`src/rtl/cte_pkg.sv`:
```
package cte_pkg;

	localparam int YEAR_W   = 14;
	localparam int MONTH_W  = 4;
	localparam int DAY_W    = 5;
	localparam int HOUR_W   = 5;
	localparam int MINUTE_W = 6;
	localparam int SECOND_W = 6;
	localparam int SECS_W   = 39;

	localparam int DAYS_W   = 24;
	localparam int HMS_W    = 17;
	localparam int Q100_W   = 8;
	localparam int DBM_W    = 9;

	// floor(y / 100) = (y * 20972) >> 21, exact for y < 2^15
	localparam int RECIP100_W     = 15;
	localparam int RECIP100_SHIFT = 21;
	localparam logic [RECIP100_W-1:0] RECIP100 = 15'd20972;

	localparam logic [DAYS_W-1:0] EPOCH_DAYS_M1 = 24'd719529;
	localparam logic [HMS_W-1:0]  HMS_MAX       = 17'd115443;
	localparam logic [17:0]       SECS_PER_DAY  = 18'd86400;

	localparam logic [MONTH_W-1:0] MONTH_JAN = 4'd1;
	localparam logic [MONTH_W-1:0] MONTH_FEB = 4'd2;
	localparam logic [MONTH_W-1:0] MONTH_DEC = 4'd12;

	typedef struct packed {
		logic signed [DAYS_W-1:0] days;
		logic        [HMS_W-1:0]  hms;
	} days_t;

	function automatic logic [DBM_W-1:0] days_before_month(input logic [MONTH_W-1:0] m);
		logic [DBM_W-1:0] r;
		case (m)
			4'd1:    r = 9'd0;
			4'd2:    r = 9'd31;
			4'd3:    r = 9'd59;
			4'd4:    r = 9'd90;
			4'd5:    r = 9'd120;
			4'd6:    r = 9'd151;
			4'd7:    r = 9'd181;
			4'd8:    r = 9'd212;
			4'd9:    r = 9'd243;
			4'd10:   r = 9'd273;
			4'd11:   r = 9'd304;
			4'd12:   r = 9'd334;
			default: r = 9'd0;
		endcase
		return r;
	endfunction

endpackage

```
`src/rtl/cte_if.sv`:
```
interface cte_date_if;
	logic                            valid;
	logic                            ready;
	logic [cte_pkg::YEAR_W-1:0]      year;
	logic [cte_pkg::MONTH_W-1:0]     month;
	logic [cte_pkg::DAY_W-1:0]       day;
	logic [cte_pkg::HOUR_W-1:0]      hour;
	logic [cte_pkg::MINUTE_W-1:0]    minute;
	logic [cte_pkg::SECOND_W-1:0]    second;

	modport source(output valid, year, month, day, hour, minute, second, input ready);
	modport sink(input valid, year, month, day, hour, minute, second, output ready);
endinterface

interface cte_secs_if;
	logic                               valid;
	logic                               ready;
	logic signed [cte_pkg::SECS_W-1:0]  epoch_seconds;

	modport source(output valid, epoch_seconds, input ready);
	modport sink(input valid, epoch_seconds, output ready);
endinterface

```
`src/rtl/cte_day_count.sv`:
```
module cte_day_count (
	input  logic                clk,
	input  logic                arst_n,
	cte_date_if.sink            date_in,
	output logic                out_valid,
	input  logic                out_ready,
	output cte_pkg::days_t      out_data
);

	logic en1, en2, en3;

	// stage 1: month clamp, year / 100, time of day
	logic                              v_s1;
	logic [cte_pkg::YEAR_W-1:0]        yr_s1;
	logic [cte_pkg::MONTH_W-1:0]       mon_s1;
	logic [cte_pkg::DAY_W-1:0]         day_s1;
	logic [cte_pkg::Q100_W-1:0]        q_s1;
	logic [cte_pkg::HMS_W-1:0]         hms_s1;

	// stage 2: leap and ceiling terms
	logic                              v_s2;
	logic [22:0]                       y365_s2;
	logic [12:0]                       c4_s2;
	logic [cte_pkg::Q100_W-1:0]        q_s2;
	logic                              z100_s2;
	logic [cte_pkg::DBM_W-1:0]         dbm_s2;
	logic                              leap_add_s2;
	logic [cte_pkg::DAY_W-1:0]         day_s2;
	logic [cte_pkg::HMS_W-1:0]         hms_s2;

	// stage 3: day count relative to epoch
	logic                              v_s3;
	cte_pkg::days_t                    res_s3;

	logic [28:0]                       q_prod;
	logic [cte_pkg::MONTH_W-1:0]       mon_cl;
	logic [cte_pkg::HMS_W-1:0]         hms_c;
	logic                              z100_c;
	logic                              leap_c;
	logic [cte_pkg::DAYS_W-1:0]        c100_c;
	logic [cte_pkg::DAYS_W-1:0]        c400_c;
	logic [cte_pkg::DAYS_W-1:0]        days_c;

	assign en3 = !v_s3 || out_ready;
	assign en2 = !v_s2 || en3;
	assign en1 = !v_s1 || en2;

	assign date_in.ready = en1;
	assign out_valid     = v_s3;
	assign out_data      = res_s3;

	always_comb begin
		q_prod = 29'(date_in.year) * 29'(cte_pkg::RECIP100);
		if (date_in.month < cte_pkg::MONTH_JAN) begin
			mon_cl = cte_pkg::MONTH_JAN;
		end else if (date_in.month > cte_pkg::MONTH_DEC) begin
			mon_cl = cte_pkg::MONTH_DEC;
		end else begin
			mon_cl = date_in.month;
		end
		hms_c = 17'(date_in.hour) * 17'd3600 + 17'(date_in.minute) * 17'd60
			+ 17'(date_in.second);
	end

	always_comb begin
		z100_c = (15'(yr_s1) == 15'(q_s1) * 15'd100);
		leap_c = (yr_s1[1:0] == 2'b00) && (!z100_c || (q_s1[1:0] == 2'b00));
	end

	always_comb begin
		c100_c = 24'(q_s2) + 24'(!z100_s2);
		c400_c = 24'(q_s2[cte_pkg::Q100_W-1:2]) + 24'(!(z100_s2 && (q_s2[1:0] == 2'b00)));
		days_c = 24'(y365_s2) + 24'(c4_s2) - c100_c + c400_c + 24'(dbm_s2)
			+ 24'(leap_add_s2) + 24'(day_s2) - cte_pkg::EPOCH_DAYS_M1;
	end

	always_ff @(posedge clk or negedge arst_n) begin
		if (!arst_n) begin
			v_s1 <= 1'b0;
			v_s2 <= 1'b0;
			v_s3 <= 1'b0;
		end else begin
			if (en1) v_s1 <= date_in.valid;
			if (en2) v_s2 <= v_s1;
			if (en3) v_s3 <= v_s2;
		end
	end

	always_ff @(posedge clk) begin
		if (en1 && date_in.valid) begin
			yr_s1  <= date_in.year;
			mon_s1 <= mon_cl;
			day_s1 <= date_in.day;
			q_s1   <= q_prod[cte_pkg::RECIP100_SHIFT +: cte_pkg::Q100_W];
			hms_s1 <= hms_c;
		end
		if (en2 && v_s1) begin
			y365_s2     <= 23'(yr_s1) * 23'd365;
			c4_s2       <= 13'((15'(yr_s1) + 15'd3) >> 2);
			q_s2        <= q_s1;
			z100_s2     <= z100_c;
			dbm_s2      <= cte_pkg::days_before_month(mon_s1);
			leap_add_s2 <= leap_c && (mon_s1 > cte_pkg::MONTH_FEB);
			day_s2      <= day_s1;
			hms_s2      <= hms_s1;
		end
		if (en3 && v_s2) begin
			res_s3.days <= $signed(days_c);
			res_s3.hms  <= hms_s2;
		end
	end

`ifndef NO_ASSERTIONS
	a_q100: assert property (@(posedge clk) disable iff (!arst_n)
		v_s1 |-> (15'(q_s1) * 15'd100 <= 15'(yr_s1))
			&& (15'(yr_s1) - 15'(q_s1) * 15'd100 < 15'd100))
		else $error("year / 100 quotient out of range");
	a_hold: assert property (@(posedge clk) disable iff (!arst_n)
		v_s3 && !en3 |=> v_s3 && $stable(res_s3))
		else $error("stage 3 changed while stalled");
	a_days_lo: assert property (@(posedge clk) disable iff (!arst_n)
		v_s3 |-> res_s3.days >= -$signed(cte_pkg::EPOCH_DAYS_M1))
		else $error("day count below year zero");
`endif

endmodule

```
`src/rtl/cte_sec_scale.sv`:
```
module cte_sec_scale (
	input  logic                clk,
	input  logic                arst_n,
	input  logic                in_valid,
	output logic                in_ready,
	input  cte_pkg::days_t      in_data,
	cte_secs_if.source          secs_out
);

	logic en4, en5;

	logic                              v_s4;
	logic [cte_pkg::SECS_W-1:0]        prod_s4;
	logic [cte_pkg::HMS_W-1:0]         hms_s4;

	logic                              v_s5;
	logic [cte_pkg::SECS_W-1:0]        sec_s5;

	logic signed [41:0]                prod_c;

	assign en5      = !v_s5 || secs_out.ready;
	assign en4      = !v_s4 || en5;
	assign in_ready = en4;

	assign secs_out.valid         = v_s5;
	assign secs_out.epoch_seconds = $signed(sec_s5);

	always_comb begin
		prod_c = 42'(in_data.days) * $signed(42'(cte_pkg::SECS_PER_DAY));
	end

	always_ff @(posedge clk or negedge arst_n) begin
		if (!arst_n) begin
			v_s4 <= 1'b0;
			v_s5 <= 1'b0;
		end else begin
			if (en4) v_s4 <= in_valid;
			if (en5) v_s5 <= v_s4;
		end
	end

	always_ff @(posedge clk) begin
		if (en4 && in_valid) begin
			prod_s4 <= prod_c[cte_pkg::SECS_W-1:0];
			hms_s4  <= in_data.hms;
		end
		if (en5 && v_s4) begin
			sec_s5 <= prod_s4 + 39'(hms_s4);
		end
	end

`ifndef NO_ASSERTIONS
	a_hms: assert property (@(posedge clk) disable iff (!arst_n)
		v_s4 |-> hms_s4 <= cte_pkg::HMS_MAX)
		else $error("time of day out of range");
	a_hold: assert property (@(posedge clk) disable iff (!arst_n)
		v_s4 && !en4 |=> v_s4 && $stable(prod_s4) && $stable(hms_s4))
		else $error("stage 4 changed while stalled");
	a_sum: assert property (@(posedge clk) disable iff (!arst_n)
		v_s4 && en5 |=> v_s5 && (sec_s5 == $past(prod_s4) + 39'($past(hms_s4))))
		else $error("seconds sum mismatch");
`endif

endmodule

```
`src/rtl/calendar_to_epoch_seconds.sv`:
```
// Gregorian date and time to signed seconds since 1970-01-01 00:00:00.
// Pipeline: 3 day-count stages, then a stage that multiplies by 86400 and
// a stage that adds the time of day; every stage is registered.
// Throughput: one beat per cycle; each stage holds under backpressure.
// Reset: arst_n clears the stage valid bits only; the datapath registers are not reset.
module calendar_to_epoch_seconds (
	input  logic        clk,
	input  logic        arst_n,
	cte_date_if.sink    date_in,
	cte_secs_if.source  secs_out
);

	logic              mid_valid;
	logic              mid_ready;
	cte_pkg::days_t    mid_data;

	cte_day_count u_day_count (
		.clk       (clk),
		.arst_n    (arst_n),
		.date_in   (date_in),
		.out_valid (mid_valid),
		.out_ready (mid_ready),
		.out_data  (mid_data)
	);

	cte_sec_scale u_sec_scale (
		.clk      (clk),
		.arst_n   (arst_n),
		.in_valid (mid_valid),
		.in_ready (mid_ready),
		.in_data  (mid_data),
		.secs_out (secs_out)
	);

endmodule
```
`src/flat_wrapper.sv`:
```
// flat-port wrapper written by rule: the top's interface ports become plain ports
module calendar_to_epoch_seconds_flat 
  (clk, arst_n, date_in_valid, date_in_year, date_in_month, date_in_day, date_in_hour, date_in_minute, date_in_second, date_in_ready, secs_out_valid, secs_out_epoch_seconds, secs_out_ready);
  cte_date_if date_in_i ();
  cte_secs_if secs_out_i ();
  input  logic clk;
  input  logic arst_n;
  input wire logic [$bits(date_in_i.valid)-1:0] date_in_valid;
  input wire logic [$bits(date_in_i.year)-1:0] date_in_year;
  input wire logic [$bits(date_in_i.month)-1:0] date_in_month;
  input wire logic [$bits(date_in_i.day)-1:0] date_in_day;
  input wire logic [$bits(date_in_i.hour)-1:0] date_in_hour;
  input wire logic [$bits(date_in_i.minute)-1:0] date_in_minute;
  input wire logic [$bits(date_in_i.second)-1:0] date_in_second;
  output wire logic [$bits(date_in_i.ready)-1:0] date_in_ready;
  output wire logic [$bits(secs_out_i.valid)-1:0] secs_out_valid;
  output wire logic [$bits(secs_out_i.epoch_seconds)-1:0] secs_out_epoch_seconds;
  input wire logic [$bits(secs_out_i.ready)-1:0] secs_out_ready;
  assign date_in_i.valid = date_in_valid;
  assign date_in_i.year = date_in_year;
  assign date_in_i.month = date_in_month;
  assign date_in_i.day = date_in_day;
  assign date_in_i.hour = date_in_hour;
  assign date_in_i.minute = date_in_minute;
  assign date_in_i.second = date_in_second;
  assign date_in_ready = date_in_i.ready;
  assign secs_out_valid = secs_out_i.valid;
  assign secs_out_epoch_seconds = secs_out_i.epoch_seconds;
  assign secs_out_i.ready = secs_out_ready;
  calendar_to_epoch_seconds u_core (.clk(clk), .arst_n(arst_n), .date_in(date_in_i), .secs_out(secs_out_i));
endmodule
```
`config.mk`:
```
export PLATFORM = sky130hd
export DESIGN_NAME = calendar_to_epoch_seconds_flat
export DESIGN_NICKNAME = d
export VERILOG_FILES = /design/src/rtl/cte_pkg.sv /design/src/rtl/cte_if.sv /design/src/rtl/cte_day_count.sv /design/src/rtl/cte_sec_scale.sv /design/src/rtl/calendar_to_epoch_seconds.sv /design/src/flat_wrapper.sv
export SDC_FILE = /design/constraint.sdc
export NUM_CORES = 1
export LEC_CHECK = 0
export ABC_AREA = 1
export BUFFER_PORTS_ARGS = -buffer_cell sky130_fd_sc_hd__buf_2
export CORE_MARGIN = 2
export CORE_UTILIZATION = 55
export CTS_BUF_LIST = sky130_fd_sc_hd__clkbuf_16
export DETAILED_ROUTE_END_ITERATION = 16
export MAX_ROUTING_LAYER = met4
export PLACE_DENSITY = 0.72
export SYNTH_ARGS = -nofsm -noshare
export SYNTH_HDL_FRONTEND = slang
export SYNTH_SLANG_ARGS = --single-unit
export TNS_END_PERCENT = 1
```
`constraint.sdc`:
```
create_clock -name clk -period 10.5 [get_ports clk]
set_input_delay 3.15 -clock clk [delete_from_list [all_inputs] [get_ports clk]]
set_output_delay 3.15 -clock clk [all_outputs]
set_load 0.03 [all_outputs]
```
# Word level (Yosys, flattened, before mapping)

Memories as Yosys holds them, arrays and structs flattened. A register that Yosys moved wholly into a read port is not among the register bits.
Cells that the tools add are included.

Latch bits: 0
Memories kept: 1
Logic and storage cells: 74
ROM bits: 144
Register bits after elaboration: 250
Output and inout bits: 41
Input port bits: 44
RAM bits: 0

Reduce and logical (&&, ||, !) cells: 26
Shifts and indexed selects: 0
$mul: 6
Magnitude comparators: 3
$add $sub $neg: 13
Bitwise operators: 0
Div/mod/pow operators: 0
Equality and inequality tests: 1
Muxes and demuxes: 1

Memories:

| memory           | depth | width | rd ports | clocked after memory_dff | write ports | RTL line      | text |
|---|---|---|---|---|---|---|---|
| (name not given) | 16    | 9     | 1        | 1                        | 0           | cte_pkg.sv:36 | `case (m)` |

Operator list:

| cell                                                                   | count |
|---|---|
| 39-bit by 17-bit adder with 39-bit output                              | 1 |
| 24-bit by 11-bit multiplier with 32-bit output (second input constant) | 1 |
| 14-bit by 13-bit multiplier with 27-bit output (second input constant) | 1 |
| 23-bit by 13-bit adder with 24-bit output                              | 1 |
| 24-bit by 1-bit adder with 24-bit output                               | 1 |
| 24-bit by 5-bit adder with 24-bit output                               | 1 |
| 24-bit by 7-bit adder with 24-bit output                               | 1 |
| 24-bit by 9-bit adder with 24-bit output                               | 1 |
| 24-bit by 20-bit subtractor with 24-bit output (second input constant) | 1 |
| 24-bit by 9-bit subtractor with 24-bit output                          | 1 |
| 14-bit by 9-bit multiplier with 23-bit output (second input constant)  | 1 |
| 17-bit by 12-bit adder with 17-bit output                              | 1 |
| 17-bit by 6-bit adder with 17-bit output                               | 1 |
| 14-bit by 2-bit adder with 15-bit output (second input constant)       | 1 |
| 14-bit by 15-bit == test with 1-bit output                             | 1 |
| 5-bit by 8-bit multiplier with 13-bit output (second input constant)   | 1 |
| 8-bit by 5-bit multiplier with 13-bit output (second input constant)   | 1 |
| 6-bit by 4-bit multiplier with 10-bit output (second input constant)   | 1 |
| 8-bit by 1-bit adder with 9-bit output                                 | 1 |
| 1-bit logical AND                                                      | 8 |
| 1-bit logical NOT                                                      | 8 |
| 6-bit by 1-bit adder with 7-bit output                                 | 1 |
| 2-bit logical NOT                                                      | 3 |
| 1-bit logical OR                                                       | 6 |
| other kinds (5)                                                        | 5 |

# Logic depth before layout (Yosys ltp)

Depth in word-level cells: 9
Depth in mapped cells: 21
Depth with buffers taken out: 21

# By module

A second synthesis with hierarchy kept.

Cells, all modules: 2852
Area, all modules: 26087.5 um^2

By module, submodules not included:

| module        | seq. area each (um^2) | times used | area each (um^2) | cells an instance |
|---|---|---|---|---|
| cte_day_count | 5059.9                | 1          | 17000.1          | 1730 |
| cte_sec_scale | 2692.6                | 1          | 9087.5           | 1122 |

# Least setup slack after synthesis

OpenSTA, ideal clock, no wires.

Path type: in2reg
From: in secs_out_ready
To: reg u_core.u_day_count.c4_s2[0] (enable)
Stages on the path: 8
Required time: 9.986 ns
Library setup time: 0.514 ns
Buffers on the path: 0
Slack: 3.240 ns
Arrival time: 6.746 ns
Path through: nor2_1 > inv_1 > nor2_1 > inv_1 > nor2_1 > inv_1 > nor2_1 > nor2_1

Cells in the longest elaborated chain, start to end: 5

Ends and longest elaborated chain:

| element              | RTL line            | text |
|---|---|---|
| start, declared      | flat_wrapper.sv:18  | `input wire logic [$bits(secs_out_i.ready)-1:0] secs_out_ready;` |
| 1-bit logical OR     | cte_sec_scale.sv:21 | `assign en5 = !v_s5 \|\| secs_out.ready;` |
| 1-bit logical OR     | cte_sec_scale.sv:22 | `assign en4 = !v_s4 \|\| en5;` |
| 1-bit logical OR     | cte_day_count.sv:44 | `assign en3 = !v_s3 \|\| out_ready;` |
| 1-bit logical OR     | cte_day_count.sv:45 | `assign en2 = !v_s2 \|\| en3;` |
| 1-bit logical AND    | cte_day_count.sv:97 | `if (en2 && v_s1) begin` |
| end signal, assigned | cte_day_count.sv:99 | `c4_s2 <= 13'((15'(yr_s1) + 15'd3) >> 2);` |
| end, declared        | cte_day_count.sv:23 | `logic [12:0] c4_s2;` |

No other way between the ends.
A chain may end at the register's enable or synchronous reset.

# Final worst setup path

From: in secs_out_ready
To: out date_in_ready

Cells in the longest elaborated chain, start to end: 5

Ends and longest elaborated chain:

| element          | RTL line            | text |
|---|---|---|
| 1-bit logical OR | cte_sec_scale.sv:21 |  |
| 1-bit logical OR | cte_sec_scale.sv:22 |  |
| 1-bit logical OR | cte_day_count.sv:44 |  |
| 1-bit logical OR | cte_day_count.sv:45 |  |
| 1-bit logical OR | cte_day_count.sv:46 | `assign en1 = !v_s1 \|\| en2;` |
| end, declared    | flat_wrapper.sv:15  | `output wire logic [$bits(date_in_i.ready)-1:0] date_in_ready;` |

No other way between the ends.

==> run summary <==
## Status
• run status: completed

## Placed design
• placed inst area: 0.0265 mm^2
• number of buffers added on ports: 84
• Detailed Place HPWL: 45.0 mm
• Post-Place Setup Slack: 2.65 ns
• routability-driven placement congestion ratio: 0.931

## STA
• total count of hold-check failures in the final report: 0
• Setup violations, final: 0
• final-layout worst hold slack: 0.414 ns
• minimum setup slack in the final design: 2.66 ns
• final critical-path share of the clock period: 74.6%
• time the final worst path needs with I/O delays and setup: 7.84 ns
• Setup TNS Final: 0 ns
• number of pins with negative max-slew slack in the final report: 0
• setup repair after global routing missed its margin: false
• Post-Route Skew: 0.00957 ns
• upper clock frequency limit: 128 MHz
• Least-Margin Pin Slew: 1.05 ns
• worst relative slew slack: 29.8%

## Detailed routing
• Routed WL per cell: 15.7 um
• Initial DRC Count: 841
• count of vias placed by the detailed router: 17300
• drt first pass iters: 5
• post-route ant nets: 0
• post-detailed-route DRC marker count: 0
• vias per cell: 5.15
• sum of routed wire length over all layers: 52.8 mm

## Floorplanning
• initial cell density of the core: 55.8%
• full die area: 0.0478 mm^2
• standard cell core area: 0.0454 mm^2
• die outline height: 219 um
• Std-Cell Rows: 78
• die boundary width: 219 um
• number of placed I/O pins: 85

## Cells and area
• commonest non-fill, non-tap cell in the layout: sky130_fd_sc_hd__inv_1
• leading cell types in the layout, fill and taps excluded: 667 x sky130_fd_sc_hd__inv_1, 418 x sky130_fd_sc_hd__ha_1, 346 x sky130_fd_sc_hd__nand2_1
• Non-Filler Cell Area, Final: 0.0275 mm^2
• Total Nets Final: 3413
• Filler Cells Inserted: 3837
• area added between synthesis and finish: 8.64%
• share of layout cells above drive strength 1: 5.92%

## Critical path
• worst reg2reg path depth: 17
• critical path data required time: 7.35 ns
• classification of the worst setup path: in2out
• worst setup slack for register-to-register paths: 5.72 ns
• Worst R2R End: u_core.u_day_count.out_data[35]
• first element of the critical path: secs_out_ready
• highest fanout seen on the critical path: 3
• category of the worst setup path launch point: input port
• endpoint class of the critical path: output port
• Worst Setup EP: date_in_ready
• Critical Path AT: 4.69 ns
• launch instance of the worst register-to-register path: u_core.u_day_count.q_s2[4]

## Yosys
• cell taking the most area after synthesis: sky130_fd_sc_hd__edfxtp_1
• top cell type's share of synthesized area: 30.1%
• distinct cell type count of the synthesized netlist: 44
• #FFs+latches synth: 259
• Gate Count Post-Synth: 2616
• number of synthesized flops with an enable pin: 254
• YS warnings: 0
• FFs w/ async S/R, synth: 1.93%
• prevailing post-synth register cell: sky130_fd_sc_hd__edfxtp_1
• total nets after synthesis: 3298
• dominant cells by area after synthesis: sky130_fd_sc_hd__edfxtp_1 30%, sky130_fd_sc_hd__ha_1 21%, sky130_fd_sc_hd__fa_1 17%
• Cell Area, Synth: 0.0253 mm^2
• fraction of the yosys area taken by sequential cells: 30.6%
• average size of a mapped cell: 9.69 um^2

## Clocking
• post-cts repair resize count: 0
• Hold-fix buffers, CTS: 0
• TritonCTS clock tree: done
• clk sink count: 259
• CTS Buffer Depth: 3
• clock latency on the worst-skew pair: 0.58 ns
• root buf cell: sky130_fd_sc_hd__clkbuf_16
• TritonCTS Buffers: 29
• htree depth: 1
• buffers inserted by post-CTS timing repair: 0
• clk slew on worst S/H paths: 0.07 ns

## Hold path
• Worst Hold Class: reg2reg

## Global route
• number of antenna violations at the first check in global routing: 1
• via count of the first global-routing pass: 18100
• first-pass GRT wire length: 88.4 mm
• largest net degree at the start of global routing: 78
• gr ovfl total: 0
• total track usage: 23.8%

## Job
• Maximum Capacitance Violations: 0

registers in the layout, indices dropped and copies added, names as in the netlist, 4 cells and up:
name,count
u_core.u_day_count.out_data,41
u_core.u_sec_scale.secs_out.epoch_seconds,39
u_core.u_sec_scale.prod_s4,32
u_core.u_day_count.y365_s2,23
u_core.u_day_count.hms_s1,17
u_core.u_day_count.hms_s2,17
u_core.u_sec_scale.hms_s4,17
u_core.u_day_count.yr_s1,14
u_core.u_day_count.c4_s2,13
u_core.u_day_count.dbm_s2,9
u_core.u_day_count.q_s1,8
u_core.u_day_count.q_s2,8
u_core.u_day_count.day_s1,5
u_core.u_day_count.day_s2,5
u_core.u_day_count.mon_s1,4
cells by family after synthesis:
| kind of cell | after synthesis | share of synthesized area [%] |
|---|---|---|
| AND/OR/NAND/NOR | 671 | 11.4 |
| adder cells (fa/ha/maj) | 638 | 38.0 |
| XOR/XNOR | 132 | 4.56 |
| buffers and inverters | 672 | 9.96 |
| flip-flops | 259 | 30.6 |
| AO/OA/AOI/OAI | 244 | 5.45 |
critical path, cell delays in order:
cell and delay [ns]:
sky130_fd_sc_hd__buf_2 0.09, sky130_fd_sc_hd__nor2_1 0.21, sky130_fd_sc_hd__inv_1 0.09, sky130_fd_sc_hd__nor2_1 0.09, sky130_fd_sc_hd__inv_1 0.07, sky130_fd_sc_hd__nor2_1 0.09
sky130_fd_sc_hd__inv_1 0.07, sky130_fd_sc_hd__nor2_1 0.22, sky130_fd_sc_hd__inv_1 0.09, sky130_fd_sc_hd__nor2_1 0.23, sky130_fd_sc_hd__inv_1 0.10, sky130_fd_sc_hd__buf_2 0.19
through the flow:
step | utilization, % | std cells
detailed placement | 58.5 | 3300
floorplan | - | 2616
finish | 60.7 | 3355
global placement | 58.5 | 3300
global route | 60.7 | 3354
CTS | 60.7 | 3354
per-layer routing:
layer	routed length, um	global-route usage, %
met3	1610	2.23
met5	0	-
met4	1680	7.48
met2	27000	42.3
met1	22500	28.5
synthesized netlist by cell type (2+ instances only):
cell                       number
sky130_fd_sc_hd__inv_1        666
sky130_fd_sc_hd__ha_1         418
sky130_fd_sc_hd__nand2_1      346
sky130_fd_sc_hd__edfxtp_1     254
sky130_fd_sc_hd__fa_1         220
sky130_fd_sc_hd__nor2_1       155
sky130_fd_sc_hd__a21oi_1      114
sky130_fd_sc_hd__xor2_1        85
sky130_fd_sc_hd__nand3_1       83
sky130_fd_sc_hd__o21ai_0       59
sky130_fd_sc_hd__xnor2_1       47
sky130_fd_sc_hd__nand4_1       33
sky130_fd_sc_hd__a21o_1        23
sky130_fd_sc_hd__nor3_1        20
sky130_fd_sc_hd__o21ai_1       12
sky130_fd_sc_hd__nand3b_1       8
sky130_fd_sc_hd__a31oi_1        7
sky130_fd_sc_hd__a21boi_0       5
sky130_fd_sc_hd__dfrtp_1        5
sky130_fd_sc_hd__nor2_4         5
sky130_fd_sc_hd__nor4_1         5
sky130_fd_sc_hd__o211ai_1       5
sky130_fd_sc_hd__nand2_2        4
sky130_fd_sc_hd__o21bai_1       4
sky130_fd_sc_hd__or2_2          4
sky130_fd_sc_hd__a211oi_1       3
sky130_fd_sc_hd__clkbuf_1       3
sky130_fd_sc_hd__o21ai_2        3
sky130_fd_sc_hd__a21boi_1       2
sky130_fd_sc_hd__and2_1         2
sky130_fd_sc_hd__inv_2          2
sky130_fd_sc_hd__o21a_1         2
worst min-delay path by stage:
stage | startpoint | cells past startpoint | endpoint
6_report | u_core.u_sec_scale.hms_s4[1] | 0 | u_core.u_sec_scale.secs_out.epoch_seconds[1]
3_5_place_dp | u_core.u_day_count.hms_s1[4] | 0 | u_core.u_day_count.hms_s2[4]
4_1_cts | u_core.u_sec_scale.hms_s4[1] | 0 | u_core.u_sec_scale.secs_out.epoch_seconds[1]
3_3_place_gp | u_core.u_day_count.out_data[1] | 0 | u_core.u_sec_scale.hms_s4[1]
5_1_grt | u_core.u_day_count.hms_s2[11] | 0 | u_core.u_day_count.out_data[11]
2_1_floorplan | u_core.u_day_count.day_s1[0] | 0 | u_core.u_day_count.day_s2[0]
final cells by class:
class                      instances  area, um^2  area share (%)
antenna                            1        2.50         0.00909
clock buffer                      29         726            2.64
clock inverter                    25         253           0.918
inverter                         668        2510            9.11
multi-input combinational       1685       15100            54.8
sequential                       259        7750            28.2
tap                              600         751            2.73
timing repair buffer              88         450            1.64
Power is left out: the tool's default activity adds up to more than one toggle a clock period on the data nets, which glitch-free logic cannot reach.
